## config.mk

```make
export PLATFORM = sky130hd
export DESIGN_NAME = nfa_to_dfa_subset_construction
export DESIGN_NICKNAME = d
export VERILOG_FILES = /design/src/nfa_dfa_pkg.sv /design/src/nfa_to_dfa_subset_construction.sv /design/src/nfa_dfa_ctrl.sv /design/src/nfa_dfa_datapath.sv
export SDC_FILE = /design/constraint.sdc
export NUM_CORES = 1
export LEC_CHECK = 0
export BUFFER_PORTS_ARGS = -buffer_cell sky130_fd_sc_hd__buf_2
export CAP_MARGIN = 15
export CORE_ASPECT_RATIO = 1.2
export CORE_MARGIN = 2
export CORE_UTILIZATION = 38
export DETAILED_ROUTE_END_ITERATION = 16
export PLACE_DENSITY = 0.6
export REMOVE_ABC_BUFFERS = 1
export SYNTH_ARGS = -nofsm -noshare
export SYNTH_HDL_FRONTEND = slang
export SYNTH_SLANG_ARGS = --single-unit
```

## constraint.sdc

```tcl
create_clock -name clock -period 12.3 [get_ports clock]
set_clock_uncertainty 0.05 [all_clocks]
set_input_delay 2.46 -clock clock [delete_from_list [all_inputs] [get_ports clock]]
set_output_delay 2.46 -clock clock [all_outputs]
set_load 0.01 [all_outputs]
```

## src/nfa_dfa_pkg.sv

```systemverilog
// ---------------------------------------------------------------------------
// NFA to DFA subset construction: shared types and constants
// Request and response payloads, the controller command and status
// groups, and the field widths fixed by the interface.
// ---------------------------------------------------------------------------
`default_nettype none

package nfa_dfa_pkg;

   localparam int MAX_NFA_STATES_DEF = 6;
   localparam int STATE_W            = 3;
   localparam int MASK_W             = 6;
   localparam int COUNT_W            = 3;
   localparam int STATE_COUNT_RESET  = 6;

   localparam logic REQ_LOAD = 1'b0;
   localparam logic REQ_RUN  = 1'b1;

   typedef struct packed {
      logic               req_type;
      logic [STATE_W-1:0] from_state;
      logic               symbol;
      logic [STATE_W-1:0] to_state;
   } req_item_type;

   typedef struct packed {
      logic [MASK_W-1:0] subset_mask;
      logic [MASK_W-1:0] next_on_zero;
      logic [MASK_W-1:0] next_on_one;
      logic              last_row;
   } rsp_item_type;

   typedef struct packed {
      logic load_rule;
      logic start;
      logic init_mark;
      logic wl_read;
      logic wl_mark;
      logic wl_sym;
      logic head_inc;
      logic scan_step;
      logic flush_push;
      logic finish;
   } dp_cmd_type;

   typedef struct packed {
      logic run_req;
      logic init_last;
      logic wl_empty;
      logic scan_marked;
      logic scan_last;
      logic pend_valid;
      logic out_free;
   } dp_status_type;

endpackage

`default_nettype wire

```

## src/nfa_to_dfa_subset_construction.sv

```systemverilog
// ---------------------------------------------------------------------------
// NFA to DFA subset construction
// Loads NFA transition rules over a two-symbol alphabet and on a run
// request emits the DFA table in ascending subset mask order.
// ---------------------------------------------------------------------------
// A rule request leaves the block ready again the next cycle. A run
// request first marks the target of every rule entry within the state
// count, then walks the worklist with a registered worklist read and one
// step for each symbol per queued subset, since only one subset can be
// marked and queued per cycle. It then scans all 2^MAX_NFA_STATES subset
// codes, one per cycle except while a marked code waits for the response
// side, and ends with a flush step. Subset marks live in flip-flops that
// reset and the end of a run clear, so no clearing pass follows reset.
// The csr_data register (state count) is accepted every cycle and must
// be written only while the block is idle.
`default_nettype none

module nfa_to_dfa_subset_construction
   import nfa_dfa_pkg::*;
#(
   parameter int MAX_NFA_STATES = MAX_NFA_STATES_DEF
)
(
   input  wire logic               clock,
   input  wire logic               reset,
   input  wire logic               req_valid,
   output logic                    req_ready,
   input  wire req_item_type       req_data,
   output logic                    rsp_valid,
   input  wire logic               rsp_ready,
   output rsp_item_type            rsp_data,
   input  wire logic               csr_valid,
   output logic                    csr_ready,
   input  wire logic [COUNT_W-1:0] csr_data
);

   dp_cmd_type    cmd;
   dp_status_type status;

   nfa_dfa_ctrl u_ctrl (
      .clock     (clock),
      .reset     (reset),
      .req_valid (req_valid),
      .req_ready (req_ready),
      .status    (status),
      .cmd       (cmd)
   );

   nfa_dfa_datapath #(
      .MAX_NFA_STATES (MAX_NFA_STATES)
   ) u_datapath (
      .clock     (clock),
      .reset     (reset),
      .cmd       (cmd),
      .status    (status),
      .req_data  (req_data),
      .csr_valid (csr_valid),
      .csr_ready (csr_ready),
      .csr_data  (csr_data),
      .rsp_valid (rsp_valid),
      .rsp_ready (rsp_ready),
      .rsp_data  (rsp_data)
   );

endmodule

`default_nettype wire

```

## src/nfa_dfa_ctrl.sv

```systemverilog
// ---------------------------------------------------------------------------
// NFA to DFA subset construction: controller
// Sequences rule loads and the phases of a run: singleton marking,
// worklist walk, ascending scan of marked subsets and final flush.
// ---------------------------------------------------------------------------
`default_nettype none

module nfa_dfa_ctrl
   import nfa_dfa_pkg::*;
(
   input  wire logic          clock,
   input  wire logic          reset,
   input  wire logic          req_valid,
   output logic               req_ready,
   input  wire dp_status_type status,
   output dp_cmd_type         cmd
);

   typedef enum logic [2:0] {
      ST_IDLE,
      ST_INIT,
      ST_WL_READ,
      ST_SYM0,
      ST_SYM1,
      ST_SCAN,
      ST_FLUSH
   } ctrl_state_type;

   ctrl_state_type state_ff, state_in;
   logic           req_ready_ff;

   assign req_ready = req_ready_ff;

   always_comb begin
      state_in = state_ff;
      cmd      = '0;
      unique case (state_ff)
         ST_IDLE: begin
            if (req_valid) begin
               if (status.run_req) begin
                  cmd.start = 1'b1;
                  state_in  = ST_INIT;
               end else begin
                  cmd.load_rule = 1'b1;
               end
            end
         end
         ST_INIT: begin
            cmd.init_mark = 1'b1;
            if (status.init_last) begin
               state_in = ST_WL_READ;
            end
         end
         ST_WL_READ: begin
            if (status.wl_empty) begin
               state_in = ST_SCAN;
            end else begin
               cmd.wl_read = 1'b1;
               state_in    = ST_SYM0;
            end
         end
         ST_SYM0: begin
            cmd.wl_mark = 1'b1;
            cmd.wl_sym  = 1'b0;
            state_in    = ST_SYM1;
         end
         ST_SYM1: begin
            cmd.wl_mark  = 1'b1;
            cmd.wl_sym   = 1'b1;
            cmd.head_inc = 1'b1;
            state_in     = ST_WL_READ;
         end
         ST_SCAN: begin
            // A marked subset pushes the held row out, so it waits for room.
            if (!(status.scan_marked && status.pend_valid && !status.out_free)) begin
               cmd.scan_step = 1'b1;
               if (status.scan_last) begin
                  state_in = ST_FLUSH;
               end
            end
         end
         ST_FLUSH: begin
            if (!status.pend_valid) begin
               cmd.finish = 1'b1;
               state_in   = ST_IDLE;
            end else if (status.out_free) begin
               cmd.flush_push = 1'b1;
               cmd.finish     = 1'b1;
               state_in       = ST_IDLE;
            end
         end
         default: begin
            state_in = ST_IDLE;
         end
      endcase
   end

   always_ff @(posedge clock) begin
      if (reset) begin
         state_ff     <= ST_IDLE;
         req_ready_ff <= 1'b1;
      end else begin
         state_ff     <= state_in;
         req_ready_ff <= (state_in == ST_IDLE);
      end
   end

endmodule

`default_nettype wire

```

## src/nfa_dfa_datapath.sv

```systemverilog
// ---------------------------------------------------------------------------
// NFA to DFA subset construction: datapath
// Rule masks, subset marks, worklist memory, scan counter, held row and
// the response register, driven by the controller commands.
// ---------------------------------------------------------------------------
`default_nettype none

module nfa_dfa_datapath
   import nfa_dfa_pkg::*;
#(
   parameter int MAX_NFA_STATES = MAX_NFA_STATES_DEF
)
(
   input  wire logic               clock,
   input  wire logic               reset,
   input  wire dp_cmd_type         cmd,
   output dp_status_type           status,
   input  wire req_item_type       req_data,
   input  wire logic               csr_valid,
   output logic                    csr_ready,
   input  wire logic [COUNT_W-1:0] csr_data,
   output logic                    rsp_valid,
   input  wire logic               rsp_ready,
   output rsp_item_type            rsp_data
);

   localparam int M   = MAX_NFA_STATES;
   localparam int SC  = 1 << M;
   localparam int NR  = 2 * M;
   localparam int RIW = $clog2(NR);
   localparam int NW  = $clog2(M + 1);
   localparam int CW  = (NW > STATE_W) ? NW : STATE_W;

   logic [COUNT_W-1:0] state_count_ff;
   logic [CW-1:0]      n_live;
   logic [M-1:0]       used;

   logic [M-1:0]       rule_ff [NR];
   logic [M-1:0]       single0 [M];
   logic [M-1:0]       single1 [M];

   logic               rule_ok;
   logic [STATE_W:0]   ridx_full;
   logic [RIW-1:0]     ridx;
   logic [M-1:0]       to_bit;

   logic [RIW-1:0]     init_idx_ff;
   logic               init_in_range;

   logic [SC-1:0]      marked_ff;
   logic [M:0]         tail_ff;
   logic [M:0]         head_ff;
   logic [M-1:0]       wl_mem [SC];
   logic [M-1:0]       wl_rd_ff;
   logic [M-1:0]       wl_acc;

   logic               mark_en;
   logic [M-1:0]       mark_val;
   logic               mark_new;

   logic [M-1:0]       scan_idx_ff;
   logic [M-1:0]       row_n0;
   logic [M-1:0]       row_n1;

   logic               pend_valid_ff;
   logic [M-1:0]       pend_mask_ff;
   logic [M-1:0]       pend_n0_ff;
   logic [M-1:0]       pend_n1_ff;

   logic               push_mid;
   logic               push_any;
   logic               rsp_valid_ff;
   rsp_item_type       rsp_data_ff;

   assign csr_ready = 1'b1;

   always_ff @(posedge clock) begin
      if (reset) begin
         state_count_ff <= COUNT_W'(STATE_COUNT_RESET);
      end else if (csr_valid) begin
         state_count_ff <= csr_data;
      end
   end

   // An oversized state count acts as the largest supported one.
   always_comb begin
      if (CW'(state_count_ff) > CW'(M)) begin
         n_live = CW'(M);
      end else begin
         n_live = CW'(state_count_ff);
      end
      for (int k = 0; k < M; k++) begin
         used[k] = (CW'(k) < n_live);
      end
   end

   always_comb begin
      for (int k = 0; k < M; k++) begin
         single0[k] = rule_ff[2 * k] & used;
         single1[k] = rule_ff[2 * k + 1] & used;
      end
   end

   // Rule load.
   assign rule_ok   = (CW'(req_data.from_state) < n_live) && (CW'(req_data.to_state) < n_live);
   assign ridx_full = {req_data.from_state, req_data.symbol};
   assign ridx      = ridx_full[RIW-1:0];

   always_comb begin
      for (int k = 0; k < M; k++) begin
         to_bit[k] = (CW'(req_data.to_state) == CW'(k));
      end
   end

   always_ff @(posedge clock) begin
      if (reset || cmd.finish) begin
         for (int r = 0; r < NR; r++) begin
            rule_ff[r] <= '0;
         end
      end else if (cmd.load_rule && rule_ok) begin
         rule_ff[ridx] <= rule_ff[ridx] | to_bit;
      end
   end

   // Singleton phase walks every (state, symbol) rule entry.
   assign init_in_range = ((CW + 1)'(init_idx_ff) < {n_live, 1'b0});

   always_ff @(posedge clock) begin
      if (cmd.start) begin
         init_idx_ff <= '0;
      end else if (cmd.init_mark) begin
         init_idx_ff <= init_idx_ff + 1'b1;
      end
   end

   // Worklist walk: OR of the singleton targets of the member states.
   always_comb begin
      wl_acc = '0;
      for (int k = 0; k < M; k++) begin
         if (wl_rd_ff[k]) begin
            wl_acc = wl_acc | (cmd.wl_sym ? single1[k] : single0[k]);
         end
      end
   end

   always_comb begin
      mark_en  = 1'b0;
      mark_val = wl_acc;
      if (cmd.init_mark) begin
         mark_en  = init_in_range;
         mark_val = rule_ff[init_idx_ff] & used;
      end else if (cmd.wl_mark) begin
         mark_en  = 1'b1;
         mark_val = wl_acc;
      end
   end

   assign mark_new = mark_en && !marked_ff[mark_val];

   always_ff @(posedge clock) begin
      if (reset || cmd.finish) begin
         marked_ff <= '0;
      end else if (mark_en) begin
         marked_ff[mark_val] <= 1'b1;
      end
   end

   always_ff @(posedge clock) begin
      if (reset || cmd.start) begin
         tail_ff <= '0;
         head_ff <= '0;
      end else begin
         if (mark_new) begin
            tail_ff <= tail_ff + 1'b1;
         end
         if (cmd.head_inc) begin
            head_ff <= head_ff + 1'b1;
         end
      end
   end

   always_ff @(posedge clock) begin
      if (mark_new) begin
         wl_mem[tail_ff[M-1:0]] <= mark_val;
      end
      if (cmd.wl_read) begin
         wl_rd_ff <= wl_mem[head_ff[M-1:0]];
      end
   end

   // Ascending scan; each marked row is held until the next marked row or the
   // flush, so the final one can carry the last-row flag.
   always_comb begin
      row_n0 = '0;
      row_n1 = '0;
      for (int k = 0; k < M; k++) begin
         if (scan_idx_ff[k]) begin
            row_n0 = row_n0 | single0[k];
            row_n1 = row_n1 | single1[k];
         end
      end
   end

   always_ff @(posedge clock) begin
      if (cmd.start) begin
         scan_idx_ff <= '0;
      end else if (cmd.scan_step) begin
         scan_idx_ff <= scan_idx_ff + 1'b1;
      end
   end

   assign push_mid = cmd.scan_step && marked_ff[scan_idx_ff] && pend_valid_ff;
   assign push_any = push_mid || cmd.flush_push;

   always_ff @(posedge clock) begin
      if (reset || cmd.start || cmd.finish) begin
         pend_valid_ff <= 1'b0;
      end else if (cmd.scan_step && marked_ff[scan_idx_ff]) begin
         pend_valid_ff <= 1'b1;
      end
   end

   always_ff @(posedge clock) begin
      if (cmd.scan_step && marked_ff[scan_idx_ff]) begin
         pend_mask_ff <= scan_idx_ff;
         pend_n0_ff   <= row_n0;
         pend_n1_ff   <= row_n1;
      end
   end

   always_ff @(posedge clock) begin
      if (reset) begin
         rsp_valid_ff <= 1'b0;
      end else if (push_any) begin
         rsp_valid_ff <= 1'b1;
      end else if (rsp_ready) begin
         rsp_valid_ff <= 1'b0;
      end
   end

   always_ff @(posedge clock) begin
      if (push_any) begin
         rsp_data_ff.subset_mask  <= MASK_W'(pend_mask_ff);
         rsp_data_ff.next_on_zero <= MASK_W'(pend_n0_ff);
         rsp_data_ff.next_on_one  <= MASK_W'(pend_n1_ff);
         rsp_data_ff.last_row     <= cmd.flush_push;
      end
   end

   assign rsp_valid = rsp_valid_ff;
   assign rsp_data  = rsp_data_ff;

   always_comb begin
      status.run_req     = (req_data.req_type == REQ_RUN);
      status.init_last   = (init_idx_ff == RIW'(NR - 1));
      status.wl_empty    = (head_ff == tail_ff);
      status.scan_marked = marked_ff[scan_idx_ff];
      status.scan_last   = &scan_idx_ff;
      status.pend_valid  = pend_valid_ff;
      status.out_free    = !rsp_valid_ff || rsp_ready;
   end

endmodule

`default_nettype wire

```

* After elaboration in Yosys (flattened, before gate mapping) *
Memory sizes are Yosys's and may differ from the RTL's. A register that Yosys moved wholly into a read port is not among the register bits.
Cells that the tools add are included.

word-level totals
  register bits after elaboration = 134
  memory bits (writable) = 456
  input port bits = 16
  output and inout port bits = 22
  logic and storage cells = 173
  memories = 2

cells by class
  add/sub/neg operators = 4
  magnitude comparators = 13
  eq/ne operators = 13
  mux-type cells = 72
  bitwise gates (word level) = 30
  reduce and logical (&&, ||, !) cells = 22

memory list
  name                words  bits a word  read ports  clocked after memory_dff  write ports  RTL line                RTL
  u_datapath.wl_mem   64     6            1           1                         1            nfa_dfa_datapath.sv:53  logic [M-1:0] wl_mem [SC];
  u_datapath.rule_ff  12     6            14          1                         12           nfa_dfa_datapath.sv:38  logic [M-1:0] rule_ff [NR];

operators by type and width
  operator                                                                      count
  6-bit 2-to-1 mux                                                              26
  6-bit OR                                                                      16
  6-bit bitwise AND                                                             13
  64-bit OR                                                                     1
  3-bit 2-to-1 mux                                                              9
  1-bit 2-to-1 mux                                                              25
  3-bit case mux with 7 select lines                                            1
  3-bit equality test, second input constant                                    5
  7-bit by 1-bit adder with 7-bit output, second input constant                 2
  6-bit by 7-bit less-than comparator with 1-bit output, second input constant  2
  1-bit binary-select mux with 6-bit select                                     2
  3-bit by 2-bit equality test with 1-bit output, second input constant         4
  4-bit 2-to-1 mux                                                              3
  3-bit zero test                                                               3
  1-bit logical AND                                                             8
  2-bit 2-to-1 mux                                                              4
  7-bit equality test                                                           1
  6-bit by 1-bit adder with 6-bit output, second input constant                 1
  1-bit demux with 6-bit select                                                 1
  3-bit by 1-bit equality test with 1-bit output, second input constant         2
  6-bit by 1-bit >= comparator with 1-bit output, second input constant         1
  1-bit by 3-bit less-than comparator with 1-bit output, first input constant   2
  2-bit by 3-bit less-than comparator with 1-bit output, first input constant   2
  3-bit less-than comparator                                                    2
  other kinds (11)                                                              18

* Longest topological paths before layout *
Gate-level depths: netlist (run 1).

  word-level depth = 23
  gate-level depth with buffers = 17
  mapped depth without buffers = 11

* Hierarchy *
Synthesis (run 1) repeated with hierarchy kept, for this count alone.

unflattened totals
  cells, all modules = 1787
  area total of the unflattened synthesis = 27528.9 µm²

by module, submodules not included
  module            instances  cells an instance  area each (µm²)  seq. area each (µm²)
  nfa_dfa_datapath  1          1740               27153.5          17646.9
  nfa_dfa_ctrl      1          47                 375.4            80.1

* Worst setup path before layout (run 1) *
OpenSTA, ideal clock, no wires.

  path type = reg-to-reg
  from = register with a tool-made name
  to = memory u_datapath.wl_mem[14][0] (netlist name), enable pin
  setup time = 386 ps
  data arrival time = 5234 ps
  required time = 11864 ps
  path slack = 6631 ps
  cell stages (with the launch flop) = 13
  buffers on the path = 4
  clock period less this slack = 5669 ps
  cell sequence = dfxtp_1 buf_2 buf_4 buf_4 mux4_2 mux4_2 nand2_1 a21oi_1 inv_1 o311ai_4 nand3_4 buf_2 nor4_1

RTL lines
  item              RTL line
  end: declaration  nfa_dfa_datapath.sv:53

* Worst setup path in the final report (run 1) *
  from = register u_ctrl.state_ff[2]
  to = memory u_datapath.wl_mem[53][2] (netlist name), enable pin

between the ends
  word-level cells in the longest chain between the ends = 21
  elaborated cells between the ends (all ways) = 31
  those cells by class = eq/ne (3); mux (21); bitwise (5); reduce/logical (2)

RTL lines
  item                                                                                   RTL line                 RTL
  start: declaration                                                                     nfa_dfa_ctrl.sv:29       ctrl_state_type state_ff, state_in;
  start signal: assignment                                                               nfa_dfa_ctrl.sv:103      state_ff <= state_in;
  3-bit equality test or 3-bit by 2-bit equality test with 1-bit output (tied branches)  nfa_dfa_ctrl.sv:37       unique case (state_ff)
  2-bit case mux with 2 select lines                                                     nfa_dfa_ctrl.sv:37
  6-bit 2-to-1 mux                                                                       nfa_dfa_datapath.sv:141  wl_acc = wl_acc | (cmd.wl_sym ? single1[k] : single0[k]);
  6-bit 2-to-1 mux                                                                       nfa_dfa_datapath.sv:140  if (wl_rd_ff[k]) begin
  6-bit OR                                                                               nfa_dfa_datapath.sv:141
  6-bit 2-to-1 mux                                                                       nfa_dfa_datapath.sv:140
  6-bit OR                                                                               nfa_dfa_datapath.sv:141
  6-bit 2-to-1 mux                                                                       nfa_dfa_datapath.sv:140
  (+5 left out)                                                                          n/a
  6-bit 2-to-1 mux                                                                       nfa_dfa_datapath.sv:140
  6-bit 2-to-1 mux                                                                       nfa_dfa_datapath.sv:149  if (cmd.init_mark) begin
  1-bit binary-select mux with 6-bit select                                              nfa_dfa_datapath.sv:158  assign mark_new = mark_en && !marked_ff[mark_val];
  1-bit 2-to-1 mux (not written as such)                                                 nfa_dfa_datapath.sv:158
  1-bit zero test                                                                        nfa_dfa_datapath.sv:158
  1-bit logical AND (*)                                                                  nfa_dfa_datapath.sv:158
  1-bit 2-to-1 mux (*)                                                                   nfa_dfa_datapath.sv:183  if (mark_new) begin
  1-bit 2-to-1 mux (not written as such) (*)                                             nfa_dfa_datapath.sv:184  wl_mem[tail_ff[M-1:0]] <= mark_val;

Mark *: on every way between the ends. The rest lies on a longest branch, timed or not. The select of a mux whose other input is x is not followed.

==> results.md, run 1 <==
* Clock Latency Late Sink at approximately 630 ps
* Worst-Margin Slew at 1240 ps
* Relative slew margins at 0.163
* Synth top area cells: edfxtp_1, mux4_2, dfxtp_1, nor2_1, a22oi_1
* Number of global-route vias before repair at approximately 17000
* Setup TNS at 0 ps
* N_diodes at 0
* First-pass GRT wire length at 111000 um
* Main flop type after synthesis: edfxtp_1
* Core ar. at 72000 sq um
* Final setup viols at 0
* Final hold vios at 0
* Num rows at 108
* Slowest stage delay, CP at roughly 1300 ps
* All-Layer GR Usage at 0.199
* Final Critical Period at 6880 ps
* Largest net degree at the start of global routing at 76
* Max-Cap Viols at 0
* Worst setup SP type: flip-flop
* Util after Layout at 0.431
* Worst EP arrival at 7070 ps
* Die Footprint at 74600 sq um
* Max clock buf depth at 3
* Status: completed
* Max Transition Viols Final at 0
* Slowest CP cell: nor4_1
* Cell repeated most along the worst path: buf_4
* Clk pwr share at 0.423
* Hpwl dp at 47500 um
* WP data required at ~12000 ps
* Internal at 3.74 mW
* Pwr dens at 161 nW/um^2
* Nets at between 1500 and 2000
* Leakage power at about 9.8 nW
* Die Height at 299 um
* Fin crit share at 0.560
* Hold-fix buffers, CTS at 0
* Sw frac at 0.249
* Sequential Power Share at 0.481
* PortBufs at 36
* Die width at 250 um
* Clk pin slew, worst setup/hold paths at 60 ps
* Grt total ovfl at 0
* H-tree levels at 3
* CP Cell Sequence: nor3b_4 > buf_4 > nand4_1 > o211a_1 > nor3_4 > inv_2 > buf_4 > mux2_2 > o211ai_1 > nand3_1 > nand3_4 > nor4_1
* Combinational power share at 0.096
* Postcts setup bufs at 0
* Async SR Flop Fraction at 0
* Layout area overhead at 12.7%
* Router iterations before antenna repair at 6
* Yosys cell types at 70
* Clock Root Buffer: clkbuf_16
* Max Fclk at 145 MHz
* EDFF count, synth at between 500 and 600
* Vias at about 17000
* Post-CTS Resized at 0
* Placed Area at 28600 sq um
* Top cell type by total area after synthesis: edfxtp_1
* Residual DRC count at 0
* Final setup margin at 5420 ps
* Min-Delay Path Class: reg -> reg
* Initial antenna violation count at 0
* DR iter-0 viols at 1906
* Mapped cell area at 27500 sq um
* Avg WL per Cell at 26.4 um
* Maximum vdd ir drop at 0.0967 mV
* List of most frequent post-synthesis cells: edfxtp_1, nor2_1, mux4_2
* Critical setup path kind: reg -> reg
* RSZ-0062 raised after global routing: no
* Routed WL at 73700 um
* Vias per cell at 6.01
* Worst slack, placed at around 5400 ps
* Clock sink total at between 600 and 700
* Fin cells at 2795
* Crit path max fanout at 58
* Post-route ant nets at 0
* Post-route design area at 31000 sq um
* CTS tree: done
* Yosys reg bits at around 620
* Sequential-to-total area share from yosys stat at 0.644
* Synth top area share at 0.571
* Count leader, synth: edfxtp_1
* Syn Area/Cell at 15.4 sq um
* Num ports at 38
* Layout cells sized above 1 at 0.230
* CTS buffer count at 66
* Worst setup EP type: flip-flop
* Post-Synthesis Cells at about 1800
* Initial Util at 0.382
* GPL Wtd Cong at 1.00
* Placed Cells at 2661
* P_sw at 1.24 mW
* Synth warn at 0
==> critical path: cells and delay by family (launching register included) <==
kind / cells / cell delay, ps
muxes: 1 / 320
DFF: 1 / 710
buffers and inverters: 3 / 1340
and+or+nand+nor: 6 / 3590
AOI/OAI and AO/OA: 2 / 340
==> path summary, 6_finish.rpt <==
path / from / cells after the start / end / slack, ps
min reg2reg: u_datapath.pend_mask_ff[2] / 0 / u_datapath.rsp_data[15] / 360
max reg2reg: u_ctrl.state_ff[2] / 12 / u_datapath.wl_mem[53][2] / 5420
max: u_ctrl.state_ff[2] / 12 / u_datapath.wl_mem[53][2] / 5420
min: u_datapath.pend_mask_ff[2] / 0 / u_datapath.rsp_data[15] / 360
==> power by group through the flow <==
stage               clock network [mW]  registers, mW  logic (mW)
floorplan                            0           2.45       0.260
global placement                     0           2.44       0.473
detailed placement                   0           2.44       0.478
CTS                               2.14           2.40       0.478
global route                      2.22           2.40       0.510
finish                            2.11           2.40       0.477
==> flip-flops by register name (all words and copies together) (netlist names), 3 cells and up, named ones only <==
name,count
u_datapath.tail_ff,7
u_ctrl.state_ff,3
u_datapath.marked_ff,64
u_datapath.wl_mem,384
u_datapath.init_idx_ff,4
u_datapath.pend_n0_ff,6
u_datapath.pend_mask_ff,6
u_datapath.pend_n1_ff,6
u_datapath.rule_ff,96
u_datapath.head_ff,7
u_datapath.rsp_data,19
u_datapath.wl_rd_ff,6
u_datapath.scan_idx_ff,6
u_datapath.state_count_ff,3
==> per-stage QoR <==
stage	power [mW]	hold slack (ps)
4_1_cts	5.02	370
5_1_grt	5.13	374
6_report	4.98	363
3_3_place_gp	2.91	351
2_1_floorplan	2.71	350
3_5_place_dp	2.92	357
==> layout by cell type (no fill, tap or decap), types with 9 or more instances in the layout <==
master / instances
mux4_2: 183
nor3_1: 22
nor2b_1: 13
nor4_1: 38
and3_1: 9
bufinv_16: 10
a21oi_1: 82
nor2_1: 195
nor4_2: 10
clkbuf_16: 66
buf_4: 29
inv_1: 24
clkinv_2: 13
clkbuf_2: 15
xnor2_1: 9
edfxtp_1: 523
nand4_1: 22
a31oi_1: 27
mux2i_1: 50
a22oi_1: 69
dfxtp_1: 95
o211ai_1: 10
ha_1: 10
nand3_1: 16
mux2_2: 18
buf_2: 36
nand2_1: 105
xor2_1: 11
==> metal layers <==
metal,GRT usage,up-vias,routed length [um]
li1,-,7155,-
met1,0.254,8556,28700
met2,0.335,870,36300
met3,0.0346,204,5440
met4,0.0846,0,3190
met5,0,-,0
==> cells by family (layout without fill, tap and decap cells) <==
kind of cell	count (synthesis)	in the layout	synth area share
flip-flops	624	624	0.644
AND/OR/NAND/NOR	474	474	0.0836
AO/OA/AOI/OAI	253	253	0.0620
multiplexers	251	251	0.175
buffers and inverters	152	227	0.0236
XOR/XNOR	20	20	0.00637
adder cells (fa/ha/maj)	10	10	0.00455
other	1	1	0.000136
==> area by class of cell <==
type | count | area (sq um)
fillers | 6227 | 41000
flip-flops and latches | 624 | 17700
multi-input cells | 1009 | 9170
clock buffers | 73 | 1700
well taps | 935 | 1170
clock inverters | 45 | 631
repair buffers | 81 | 493
inverters | 28 | 111
Note: power is estimated with default switching activity, not from simulation.
==> run 2: changes to the inputs <==
--- a/config.mk
+++ b/config.mk
@@ -11,7 +11,7 @@
 export CORE_MARGIN = 2
 export CORE_UTILIZATION = 38
 export DETAILED_ROUTE_END_ITERATION = 16
-export PLACE_DENSITY = 0.6
+export PLACE_DENSITY = 0.62
 export REMOVE_ABC_BUFFERS = 1
 export SYNTH_ARGS = -nofsm -noshare
 export SYNTH_HDL_FRONTEND = slang
==> constraint.sdc (replaced) <==
create_clock -name clock -period 6.1 [get_ports clock]
set_clock_uncertainty 0.05 [all_clocks]
set_input_delay 1.22 -clock clock [delete_from_list [all_inputs] [get_ports clock]]
set_output_delay 1.22 -clock clock [all_outputs]
set_load 0.01 [all_outputs]
==> run 2 against run 1 <==
  * Die area did not move
  * Global-route usage rose by 0.18 points
  * Design area rose by 0.25%
  * First-iteration DRC count rose by 1.9%
  * Routed wire length rose by 2.1%
  * Critical path depth did not move
  * Setup slack got worse by 4700 ps
  * Maximum frequency rose by 29%
  * Total power rose by 96%
  * Clock power rose by 85%
  * Critical path type unchanged
  * Largest cell class unchanged
  * Largest power group unchanged
  * Highest routed layer unchanged
==> results.md, run 2 (synthesized netlist as in run 1, its figures left out) <==
* Final Critical Period at 5340 ps (-1540 ps)
* Hold-fix buffers, CTS at 0 (unchanged)
* Most common cell after layout, fill and taps aside: edfxtp_1
* Worst setup SP type: flip-flop
* Max clock buf depth at 3 (unchanged)
* All-Layer GR Usage at 0.200 (+0.00175)
* Max-Cap Viols at 0 (unchanged)
* Vias at 17100 (+1.8%)
* Cell repeated most along the worst path: buf_4
* DR iter-0 viols at 1942 (+1.9%)
* Critical setup path kind: reg -> reg
* Die Footprint at 74600 sq um (unchanged)
* Number of global-route vias before repair at 16900 (+0.95%)
* Initial antenna violation count at 1 (+1)
* Commonest non-fill, non-tap cells in the layout: edfxtp_1, nor2_1, mux4_2
* GPL Wtd Cong at 0.957 (-4.4%)
* Max Transition Viols Final at 0 (unchanged)
* Placed Area at 29000 sq um (+1.3%)
* Layout area overhead at 13.0%
* Die width at 250 um (unchanged)
* Worst slack, placed at 831 ps (-4560 ps)
* Sw frac at 0.249 (-0.000519)
* Core ar. at 72000 sq um (unchanged)
* Routed WL at 75200 um (+2.1%)
* Slowest stage delay, CP at 840 ps (-460 ps)
* Max Fclk at 187 MHz (+29%)
* Number of flip-flops in the largest register at 384 (unchanged)
* Worst-Margin Slew at 1150 ps (-92.5 ps)
* Avg WL per Cell at 26.6 um (+0.98%)
* CP Cell Sequence: buf_4 > mux2i_1 > mux4_2 > a221oi_1 > a21bo_1 > inv_4 > nor2_1 > a22o_1 > o311ai_4 > nand3_4 > buf_4 > nor3_1
* Number of fill cells in the layout at 6263 (+0.58%)
* P_sw at 2.42 mW (+95%)
* Multi-input gate area at 9170 sq um (unchanged)
* Crit path max fanout at 37 (-36%)
* Sequential Power Share at 0.500 (+0.019)
* Register Area at 17700 sq um (unchanged)
* Post-route ant nets at 0 (unchanged)
* Postcts setup bufs at 0 (unchanged)
* Worst EP arrival at 5520 ps (-1550 ps)
* Num rows at 108 (unchanged)
* Worst setup EP type: flip-flop
* First-pass GRT wire length at 112000 um (+0.99%)
* Num ports at 38 (unchanged)
* Clock Latency Late Sink at 660 ps (+30 ps)
* H-tree levels at 2 (-1)
* Post-CTS Resized at 0 (unchanged)
* Status: completed
* Clk pwr share at 0.401 (-0.022)
* Nets at 1865 (+1.6%)
* Min-Delay Path Class: reg -> reg
* Slowest CP cell: dfxtp_1
* RSZ-0062 raised after global routing: no
* Pwr dens at 313 nW/um^2 (+95%)
* Largest net degree at the start of global routing at 66 (-13%)
* Router iterations before antenna repair at 6 (unchanged)
* Final hold vios at 0 (unchanged)
* Clock sink total at 624 (unchanged)
* Final setup margin at 762 ps (-4660 ps)
* CTS tree: done
* Final setup viols at 0 (unchanged)
* Post-route design area at 31100 sq um (+0.25%)
* Residual DRC count at 0 (unchanged)
* Hpwl dp at 49600 um (+4.4%)
* Leakage power at 9.85 nW (+0.77%)
* Die Height at 299 um (unchanged)
* Maximum vdd ir drop at 0.229 mV (+140%)
* Tot Pwr at 9.74 mW (+96%)
* PortBufs at 36 (unchanged)
* Clk pin slew, worst setup/hold paths at 60 ps (about the same)
* Layout cells sized above 1 at 0.240 (+0.0101)
* Vias per cell at 6.05 (+0.71%)
* CTS buffer count at 61 (-7.6%)
* Initial Util at 0.382 (unchanged)
* N_diodes at 0 (unchanged)
* Setup TNS at 0 ps (unchanged)
* Internal at 7.31 mW (+96%)
* Fin crit share at 0.875 (+0.316)
* Combinational power share at 0.100 (+0.004)
* Clock Root Buffer: clkbuf_16
* Util after Layout at 0.432 (+0.00109)
* WP data required at 6280 ps (-6210 ps)
* Grt total ovfl at 0 (unchanged)
* Relative slew margins at 0.228 (+0.0647)
## run 2: cell count changes in the layout (fill, tap and decap cells not counted), moves of 2 or more
cell        delta
clkbuf_1       +5
clkinvlp_4     +3
clkbuf_16      -5
buf_4         +48
clkbuf_2      -15
clkinv_8       -2
clkbuf_8       -2
## run 2: power by group through the flow
stage / Combinational, mW / Sequential, mW / Clock [mW]
after floorplan: 0.524 / 4.95 / 0
after global placement: 0.958 / 4.95 / 0
after detailed placement: 0.965 / 4.95 / 0
after CTS: 0.967 / 4.86 / 3.97
after global routing: 1.03 / 4.87 / 4.14
final: 0.969 / 4.87 / 3.90
## run 2: path summary, 6_finish.rpt
kind                            start                       end  slack (ps)  depth (start not counted)
max reg2reg                 flip-flop  u_datapath.wl_mem[51][1]         760                         12
min reg2reg  u_datapath.pend_n1_ff[4]    u_datapath.rsp_data[5]         370                          0
min          u_datapath.pend_n1_ff[4]    u_datapath.rsp_data[5]         370                          0
max                         flip-flop  u_datapath.wl_mem[51][1]         760                         12
## run 2: area by class of cell
| class | instances | area share |
|---|---|---|
| multi-input cells | 1009 | 0.295 |
| inverters | 28 | 0.00354 |
| clock inverters | 43 | 0.0173 |
| well taps | 935 | 0.0376 |
| flip-flops and latches | 624 | 0.571 |
| clock buffers | 71 | 0.0503 |
| repair buffers | 115 | 0.0257 |
## run 2: through the flow
stage          instances  hold WS (ps)
5_1_grt             2825           374
3_3_place_gp        2710           351
6_report            2825           367
2_1_floorplan       1661           350
3_5_place_dp        2710           355
4_1_cts             2824           368
## run 2: per-layer routing
layer / global-route usage / vias to the layer above / wire length, um
met5: 0 / - / 0
met4: 0.0865 / 0 / 3630
met3: 0.0283 / 195 / 5270
met2: 0.342 / 936 / 37400
met1: 0.256 / 8747 / 28900
li1: - / 7207 / -
## run 2: worst max-delay path: cells and delay by family, from the launching register on
family                 cells  cell delay (ps)
AND/OR/NAND/NOR            3             1030
buffers and inverters      3              960
multiplexers               2              580
flip-flops                 1              840
AO/OA/AOI/OAI              4             1430
